## config.mk

```make
export PLATFORM = sky130hd
export DESIGN_NAME = tllbp_ram
export DESIGN_NICKNAME = d
export VERILOG_FILES = /design/src/hw/rtl/tllbp_ram.sv
export SDC_FILE = /design/constraint.sdc
export NUM_CORES = 1
export LEC_CHECK = 0
export BUFFER_PORTS_ARGS = -buffer_cell sky130_fd_sc_hd__buf_2
export CORE_MARGIN = 2
export CORE_UTILIZATION = 54
export DETAILED_ROUTE_END_ITERATION = 12
export GPL_TIMING_DRIVEN = 0
export PLACE_DENSITY = 0.72
export REMOVE_ABC_BUFFERS = 1
export SYNTH_ARGS = -nofsm -noshare
export SYNTH_HDL_FRONTEND = slang
export SYNTH_SLANG_ARGS = --single-unit
```

## constraint.sdc

```tcl
create_clock -name clk -period 1.44 [get_ports clk]
set_input_delay 0.072 -clock clk [delete_from_list [all_inputs] [get_ports clk]]
set_output_delay 0.072 -clock clk [all_outputs]
set_load 0.05 [all_outputs]
```

## src/hw/rtl/tllbp_ram.sv

```systemverilog
// generic single write port, single read port ram with registered read
module tllbp_ram #(
	parameter int WIDTH = 8,
	parameter int DEPTH = 16
) (
	input  logic                     clk,
	input  logic                     we,
	input  logic [$clog2(DEPTH)-1:0] waddr,
	input  logic [WIDTH-1:0]         wdata,
	input  logic                     re,
	input  logic [$clog2(DEPTH)-1:0] raddr,
	output logic [WIDTH-1:0]         rdata
);

	logic [WIDTH-1:0] mem [DEPTH];

	always_ff @(posedge clk) begin
		if (we) begin
			mem[waddr] <= wdata;
		end
		if (re) begin
			rdata <= mem[raddr];
		end
	end

endmodule

```

==> impl_metrics.json, run 1 <==
{
  "status": "finished, violations left",
  "failed_checks": "negative setup slack",
  "worst_slew_margin_rel_pct": 41.2,
  "pre_cts_ws_ps": -864,
  "multiInputGateArea_um2": 1080,
  "synthesis.instances": 229,
  "ios": 27,
  "timing.reg2reg.setup_slack_ps": -30,
  "register_area_um2": 4080,
  "yosysSeqAreaShare_pct": 78.1,
  "worst_setup_hold_path_clk_slew_ps": 60,
  "rr_worst_depth": 3,
  "worst_hold_path.endpoint": "mem[8][2]",
  "setup-violations-final": 1,
  "cts.root.buffer_cell": "sky130_fd_sc_hd__clkbuf_8",
  "number_of_buffers_added_by_the_clock_tree_synthesis_step": 17,
  "synth.cell_area_um2": 5230,
  "hold_viol_final": 0,
  "path_class": "flop to flop",
  "utilization_pct": 65.2,
  "grt_use_total_pct": 20.0,
  "num_rows": 35,
  "required_ps": 1670,
  "post-dp-hpwl_um": 5690,
  "grt_setup_unrepaired": "true",
  "power.leakage_nw": 1.97,
  "synthTopCellsByArea": "sky130_fd_sc_hd__edfxtp_1 78%, sky130_fd_sc_hd__mux4_2 7.8%, sky130_fd_sc_hd__mux4_1 7.0%",
  "clock_insertion_delay_worst_skew_ps": 500,
  "routed_via_density": 5.75,
  "htree_num_levels": 4,
  "area_delta_synth_final_pct": 16.3,
  "worstReg2RegEnd": "rdata[3]",
  "worstSetupStartpointType": "flop",
  "route.vias.total": 2373,
  "die_height_um": 102,
  "drt_wl_total_um": 9330,
  "fmax_mhz": 679,
  "diodes": 0,
  "dr_iter_0_viols": 151,
  "ys_ff_latch": 136,
  "setup_tns_ps": -33.2,
  "clockBufferDepth": 2,
  "finalClockSkew_ps": 10.6,
  "gp_congestion": 0.710,
  "worst_ep_arrival_time_ps": 1710,
  "antenna_violating_nets_remaining": 0,
  "route.detailed.wl_per_inst_um": 22.6,
  "pin_count_of_the_biggest_net_entering_global_routing": 33,
  "io_buffers": 26,
  "number_of_antenna_violations_at_the_first_check_in_global_routing": 0,
  "synth_largest_type_area_fraction_pct": 78.1,
  "instances_no_fill": 413,
  "worstPathMaxFanout": 1,
  "wire_length_of_the_first_global_routing_pass_um": 14300,
  "cts_sinks": 136,
  "whs_path_depth": 2,
  "worstReg2RegStart": "mem[0][3]",
  "synth.yosys.warnings": 0,
  "grt_pass1_vias": 2531,
  "cts.repair_timing.setup_buffer_count": 0,
  "synthDistinctLibCells": 18,
  "die_area_um2": 10500,
  "holdCritStartpoint": "waddr[0]",
  "cap_viol_max_count": 0,
  "post_route_fraction_of_the_period_consumed_by_the_critical_path_pct": 102,
  "slew_viol_final": 0,
  "coreArea_um2": 9330,
  "critical_path.endpoint_type": "flop",
  "synth_largest_area_cell": "sky130_fd_sc_hd__edfxtp_1",
  "grt.overflow.total": 0,
  "pwr_density_cell_nw_per_um2": 1460,
  "place.detailed.instances": 375,
  "drive_gt1_share_pct": 33.1,
  "synth_area_per_cell_um2": 22.8,
  "starting_density_pct": 56.0,
  "min_period_ps": 1470,
  "nFillCells": 615,
  "clock_tree_from_tritoncts": "built",
  "drc": 0,
  "die_width_um": 102,
  "drt_first_pass_iters": 5,
  "post-route-worst-setup-slack_ps": -33.2,
  "finalInstanceArea_um2": 6080,
  "transition_at_the_pin_with_the_smallest_max_transition_slack_ps": 879,
  "placement.cell_area_um2": 5440,
  "vdd_ir_drop_max_mv": 1.01,
  "min-delay-path-class": "input pin to flop",
  "finalNetCount": 293
}
cell families after synthesis:
family	count (synthesis)	share of synthesized area [%]
multiplexers	32	14.8
AND/OR/NAND/NOR	35	3.14
buffers and inverters	10	1.65
flip-flops	136	78.1
AO/OA/AOI/OAI	16	2.30
state kept, by name, indices dropped and copies added, names as in the netlist:
| register | cells |
|---|---|
| mem | 128 |
| rdata | 8 |
Yosys cell counts:
master,instances
sky130_fd_sc_hd__edfxtp_1,136
sky130_fd_sc_hd__mux4_2,18
sky130_fd_sc_hd__a22oi_1,16
sky130_fd_sc_hd__mux4_1,14
sky130_fd_sc_hd__nor2_1,13
sky130_fd_sc_hd__nand2_1,9
sky130_fd_sc_hd__nor3_1,4
sky130_fd_sc_hd__buf_2,3
sky130_fd_sc_hd__buf_6,3
sky130_fd_sc_hd__clkdlybuf4s25_2,3
sky130_fd_sc_hd__nand2b_1,2
sky130_fd_sc_hd__nand3b_1,2
sky130_fd_sc_hd__and2_1,1
sky130_fd_sc_hd__and2b_1,1
sky130_fd_sc_hd__buf_4,1
sky130_fd_sc_hd__nand3_1,1
sky130_fd_sc_hd__nor2b_1,1
sky130_fd_sc_hd__or3b_2,1
critical path: stages (launching register included):
cell and delay [ps]:
sky130_fd_sc_hd__edfxtp_1 380, sky130_fd_sc_hd__mux4_2 500, sky130_fd_sc_hd__a22oi_2 220, sky130_fd_sc_hd__nand2_2 100
layout by cell type, fill, tap and decap left out, types with 4 or more instances in the layout:
cell type and count:
sky130_fd_sc_hd__clkbuf_16 16, sky130_fd_sc_hd__a22oi_2 7, sky130_fd_sc_hd__nor2_1 13, sky130_fd_sc_hd__buf_2 26, sky130_fd_sc_hd__edfxtp_1 136, sky130_fd_sc_hd__dlygate4sd3_1 9, sky130_fd_sc_hd__a22oi_1 9, sky130_fd_sc_hd__mux4_1 5
sky130_fd_sc_hd__mux4_2 27, sky130_fd_sc_hd__nand2_1 6, sky130_fd_sc_hd__clkinv_2 4
per-stage QoR:
stage | hold slack, ps | power (mW)
after detailed placement | 410 | 5.01
after floorplan | 171 | 4.81
after global placement | 408 | 4.99
after CTS | 38.0 | 8.91
after global routing | 87.9 | 9.12
final | 68.4 | 8.85
metal layers:
metal  track usage [%]  part of all wire [%]  vias to the layer above
met2              31.9                    50                       80
met1              27.6                    45                     1229
li1                  -                     -                     1060
met5                 0                     0                        -
met3              4.58                   5.2                        4
met4              7.08                  0.49                        0
power breakdown:
part	internal, mW	total (mW)	switching [mW]
clock network	2.40	3.88	1.48
logic	0.182	0.486	0.305
registers	4.46	4.48	0.0193
what timing repair did:
action | 4_1_cts | 5_1_grt
hold buffers | 9 | 0
pin swaps | 6 | 3
resized for setup | 14 | 7
endpoints found under the hold margin | 136 | 0
setup endpoints to repair | 16 | 8
worst max-delay path by stage:
stage               slack (ps)  startpoint         to
finish                     -30   mem[0][3]   rdata[3]
global route               -80   mem[0][3]   rdata[3]
CTS                        -40   mem[0][3]   rdata[3]
detailed placement        -860    raddr[0]   rdata[3]
global placement          -830    raddr[0]   rdata[2]
floorplan                 -120    waddr[2]  mem[0][0]
final cells by class:
type                    count  share of cell area, %
clock buffers              18                   6.87
repair buffers             36                   3.74
multi-input cells          83                   17.8
well taps                 129                   2.65
clock inverters            11                   1.81
flip-flops and latches    136                   67.1
No activity file was read; power rests on OpenSTA's default activity.
==> run 2: changes to the inputs <==
- CORE_UTILIZATION: 54 -> 23
- PLACE_DENSITY: 0.72 -> 0.36
==> impl_metrics.json, run 2 (synthesis results as in run 1) <==
{
  "status": "finished, violations left",
  "failed_checks": "negative setup slack",
  "worst_setup_hold_path_clk_slew_ps": 60,
  "drc": 0,
  "drt_first_pass_iters": 5,
  "min_period_ps": 1490,
  "ios": 27,
  "vdd_ir_drop_max_mv": 0.658,
  "largest_register_ffs": 128,
  "number_of_buffers_added_by_the_clock_tree_synthesis_step": 17,
  "grt.overflow.total": 0,
  "path_class": "flop to flop",
  "route.vias.total": 2356,
  "cts.repair_timing.setup_buffer_count": 0,
  "mostFrequentLayoutCells": "136 x sky130_fd_sc_hd__edfxtp_1, 30 x sky130_fd_sc_hd__mux4_2, 24 x sky130_fd_sc_hd__buf_2, 17 x sky130_fd_sc_hd__clkbuf_16, 12 x sky130_fd_sc_hd__a22oi_2",
  "setup-violations-final": 4,
  "post_route_fraction_of_the_period_consumed_by_the_critical_path_pct": 103,
  "pwr_density_cell_nw_per_um2": 1470,
  "post-dp-hpwl_um": 6930,
  "min-delay-path-class": "input pin to flop",
  "hold_ws_ps": 54.5,
  "critical_path.endpoint_type": "flop",
  "layout_top_registers": "mem (128), rdata (8)",
  "finalNetCount": 284,
  "drt_wl_total_um": 11600,
  "dr_iter_0_viols": 182,
  "pin_count_of_the_biggest_net_entering_global_routing": 33,
  "hold_viol_final": 0,
  "grt_use_total_pct": 10.5,
  "transition_at_the_pin_with_the_smallest_max_transition_slack_ps": 1020,
  "coreArea_um2": 22500,
  "clock_insertion_delay_worst_skew_ps": 410,
  "grt_setup_unrepaired": "true",
  "mostFrequentLayoutCell": "sky130_fd_sc_hd__edfxtp_1",
  "die_area_um2": 24000,
  "worst_slew_margin_rel_pct": 31.9,
  "routed_via_density": 4.18,
  "die_width_um": 155,
  "worstSetupStartpointType": "flop",
  "register_ranked_first_by_flip_flop_count": "mem",
  "starting_density_pct": 23.2,
  "die_height_um": 155,
  "placement.cell_area_um2": 5650,
  "drive_gt1_share_pct": 38.1,
  "clock_tree_from_tritoncts": "built",
  "worstPathMaxFanout": 1,
  "cts_sinks": 136,
  "finalInstanceArea_um2": 6280,
  "setup_tns_ps": -110,
  "power.leakage_nw": 1.96,
  "nFillCells": 2185,
  "route.detailed.wl_per_inst_um": 20.6,
  "clockBufferDepth": 2,
  "post-route-worst-setup-slack_ps": -46.7,
  "io_buffers": 26,
  "antenna_violating_nets_remaining": 0,
  "gp_congestion": 0.636,
  "htree_num_levels": 4,
  "number_of_antenna_violations_at_the_first_check_in_global_routing": 1,
  "cts.root.buffer_cell": "sky130_fd_sc_hd__clkbuf_16",
  "required_ps": 1580,
  "wire_length_of_the_first_global_routing_pass_um": 17500,
  "diodes": 0,
  "num_rows": 55,
  "worst_ep_arrival_time_ps": 1620,
  "fmax_mhz": 673,
  "finalClockSkew_ps": 5.65,
  "slew_viol_final": 0,
  "area_delta_synth_final_pct": 20.1,
  "pre_cts_ws_ps": -1070,
  "grt_pass1_vias": 2581,
  "cap_viol_max_count": 0
}
[run 2: path summary, 6_finish.rpt]
kind / from / end / slack [ps] / cells after the start
setup / recovery: mem[2][0] / rdata[0] / -50 / 3
hold / removal: wdata[5] / mem[12][5] / 50 / 1
setup reg to reg: mem[2][0] / rdata[0] / -50 / 3
hold reg to reg: mem[14][7] / rdata[7] / 750 / 3
[run 2: final cells by class]
| cell class | instances | area (um2) | share of cell area [%] |
|---|---|---|---|
| Multi-Input combinational cell | 83 | 1120 | 17.8 |
| Tap cell | 285 | 357 | 5.68 |
| Clock inverter | 11 | 130 | 2.07 |
| Clock buffer | 21 | 440 | 7.02 |
| Timing Repair Buffer | 27 | 149 | 2.37 |
| Sequential cell | 136 | 4080 | 65.1 |
[run 2: report_power, final]
group          total, mW  switching (mW)  internal [mW]  leakage, nW
sequential          4.48          0.0187           4.46         1.24
clock               4.22            1.53           2.69        0.279
combinational      0.518           0.343          0.175        0.441
[run 2: metal layers]
layer	vias up	share of wire [%]	wire length, um	global-route usage [%]
li1	1042	-	-	-
met1	1235	46	5330	14.1
met2	73	46	5390	15.6
met3	6	6.7	772	3.78
met4	0	0.97	112	4.10
met5	-	0	0	0
[run 2: stage by stage]
stage / util, % / power (mW) / instances
floorplan: - / 4.81 / 219
global placement: 25.0 / 5.04 / 530
detailed placement: 25.1 / 5.05 / 530
CTS: 27.8 / 9.31 / 563
global route: 27.9 / 9.54 / 563
finish: 27.9 / 9.22 / 563
[run 2: what timing repair did]
| item | 4_1_cts | 5_1_grt |
|---|---|---|
| endpoints found under the setup margin | 22 | 15 |
| hold buffers | 1 | 0 |
| gates resized for setup | 29 | 6 |
| hold endpoints to repair | 8 | 0 |
| pin swaps | 9 | 1 |
[run 2: critical path, stage by stage, from the launching register on]
cell and delay, ps:
sky130_fd_sc_hd__edfxtp_1 360, sky130_fd_sc_hd__mux4_2 480, sky130_fd_sc_hd__a22oi_2 250, sky130_fd_sc_hd__nand2_2 120
==> run 3: changes to the inputs <==
- CORE_UTILIZATION: 23 -> 54
- PLACE_DENSITY: 0.36 -> 0.72
- SKIP_CTS_REPAIR_TIMING: default -> 1
==> impl_metrics.json, run 3 (synthesis results as in run 1) <==
{
  "status": "finished, violations left",
  "failed_checks": "negative setup slack",
  "pwr-share-clk_pct": 43.9,
  "number_of_antenna_violations_at_the_first_check_in_global_routing": 0,
  "route.detailed.wl_per_inst_um": 22.6,
  "dr_iter_0_viols": 126,
  "report.power.total_mw": 8.87,
  "internal-power_mw": 7.05,
  "num_rows": 35,
  "worstSetupStartpointType": "flop",
  "power_switching_share_pct": 20.5,
  "power.leakage_nw": 1.97,
  "setup-violations-final": 2,
  "drt_first_pass_iters": 4,
  "die_width_um": 102,
  "cts_sinks": 136,
  "worst_setup_hold_path_clk_slew_ps": 60,
  "post-dp-hpwl_um": 5690,
  "min-delay-path-class": "input pin to flop",
  "register_ranked_first_by_flip_flop_count": "mem",
  "layout_top_registers": "mem (128), rdata (8)",
  "min_period_ps": 1460,
  "grt.overflow.total": 0,
  "hold_viol_final": 0,
  "path_class": "flop to flop",
  "io_buffers": 26,
  "number_of_buffers_added_by_the_clock_tree_synthesis_step": 17,
  "clockBufferDepth": 2,
  "worst_slew_margin_rel_pct": 41.8,
  "critical_path.endpoint_type": "flop",
  "htree_num_levels": 4,
  "drt_wl_total_um": 9330,
  "drc": 0,
  "transition_at_the_pin_with_the_smallest_max_transition_slack_ps": 870,
  "pin_count_of_the_biggest_net_entering_global_routing": 33,
  "worst_ep_arrival_time_ps": 1700,
  "antenna_violating_nets_remaining": 0,
  "route.vias.total": 2393,
  "die_area_um2": 10500,
  "grt_setup_unrepaired": "true",
  "combinationalPowerShare_pct": 5.5,
  "fmax_mhz": 686,
  "mostFrequentLayoutCell": "sky130_fd_sc_hd__edfxtp_1",
  "worstPathMaxFanout": 1,
  "p_seq_share_pct": 50.5,
  "pre_cts_ws_ps": -864,
  "diodes": 0,
  "area_delta_synth_final_pct": 16.5,
  "finalClockSkew_ps": 8.91,
  "vdd_ir_drop_max_mv": 1.02,
  "post_route_fraction_of_the_period_consumed_by_the_critical_path_pct": 101,
  "gp_congestion": 0.710,
  "grt_use_total_pct": 19.7,
  "routed_via_density": 5.79,
  "utilization_pct": 65.3,
  "cap_viol_max_count": 0,
  "die_height_um": 102,
  "setup_tns_ps": -23.0,
  "drive_gt1_share_pct": 34.2,
  "required_ps": 1680,
  "clock_insertion_delay_worst_skew_ps": 510,
  "finalNetCount": 293,
  "cts.root.buffer_cell": "sky130_fd_sc_hd__clkbuf_8",
  "pwr_density_cell_nw_per_um2": 1460,
  "largest_register_ffs": 128,
  "starting_density_pct": 56.0,
  "post-route-worst-setup-slack_ps": -18.1,
  "mostFrequentLayoutCells": "136 x sky130_fd_sc_hd__edfxtp_1, 28 x sky130_fd_sc_hd__mux4_2, 26 x sky130_fd_sc_hd__buf_2, 16 x sky130_fd_sc_hd__clkbuf_16, 13 x sky130_fd_sc_hd__nor2_1",
  "p_switching_mw": 1.82,
  "grt_pass1_vias": 2458,
  "clock_tree_from_tritoncts": "built",
  "wire_length_of_the_first_global_routing_pass_um": 14000,
  "coreArea_um2": 9330,
  "slew_viol_final": 0,
  "ios": 27
}
## run 3: changes by cell type in the layout (fill, tap and decap cells not counted), sizes merged
cell         before  now
buf              25   26
bufinv            3    2
clkbuf           22   19
clkinv            7    6
clkinvlp          1    3
dlygate4sd3       1    9
## run 3: worst max-delay path: stages, from the launching register on
cell                       delay (ps)
sky130_fd_sc_hd__edfxtp_1         360
sky130_fd_sc_hd__mux4_1           510
sky130_fd_sc_hd__a22oi_2          220
sky130_fd_sc_hd__nand2_2          100
## run 3: layout make-up
type                    count  area, um2
flip-flops and latches    136       4080
fillers                   618       3240
multi-input cells          83       1090
clock buffers              18        418
repair buffers             36        228
well taps                 129        161
clock inverters            11        110
## run 3: worst paths after layout
kind | cells past startpoint | slack, ps | startpoint | end
worst min-delay path | 2 | 60 | waddr[0] | mem[8][2]
worst max register to register | 3 | -20 | mem[8][3] | rdata[3]
worst max-delay path | 3 | -20 | mem[8][3] | rdata[3]
worst min register to register | 3 | 740 | mem[15][6] | rdata[6]
## run 3: metrics by stage
stage	instances	hold WS [ps]	instance area, um2
after floorplan	219	171	5140
after global placement	374	408	5430
after detailed placement	375	410	5440
after CTS	404	-117	5970
after global routing	413	93.6	6090
final	413	63.8	6090
## run 3: power groups by stage
stage                     combinational (mW)  clock (mW)  sequential [mW]
after floorplan                        0.178           0             4.63
after global placement                 0.434           0             4.56
after detailed placement               0.448           0             4.56
after CTS                              0.449        3.94             4.48
after global routing                   0.529        4.10             4.49
final                                  0.490        3.90             4.48
## run 3: routing by layer
metal,track usage (%),routed length (um)
met3,4.79,433
met2,31.1,4650
met4,7.08,73
met5,0,0
met1,27.4,4170
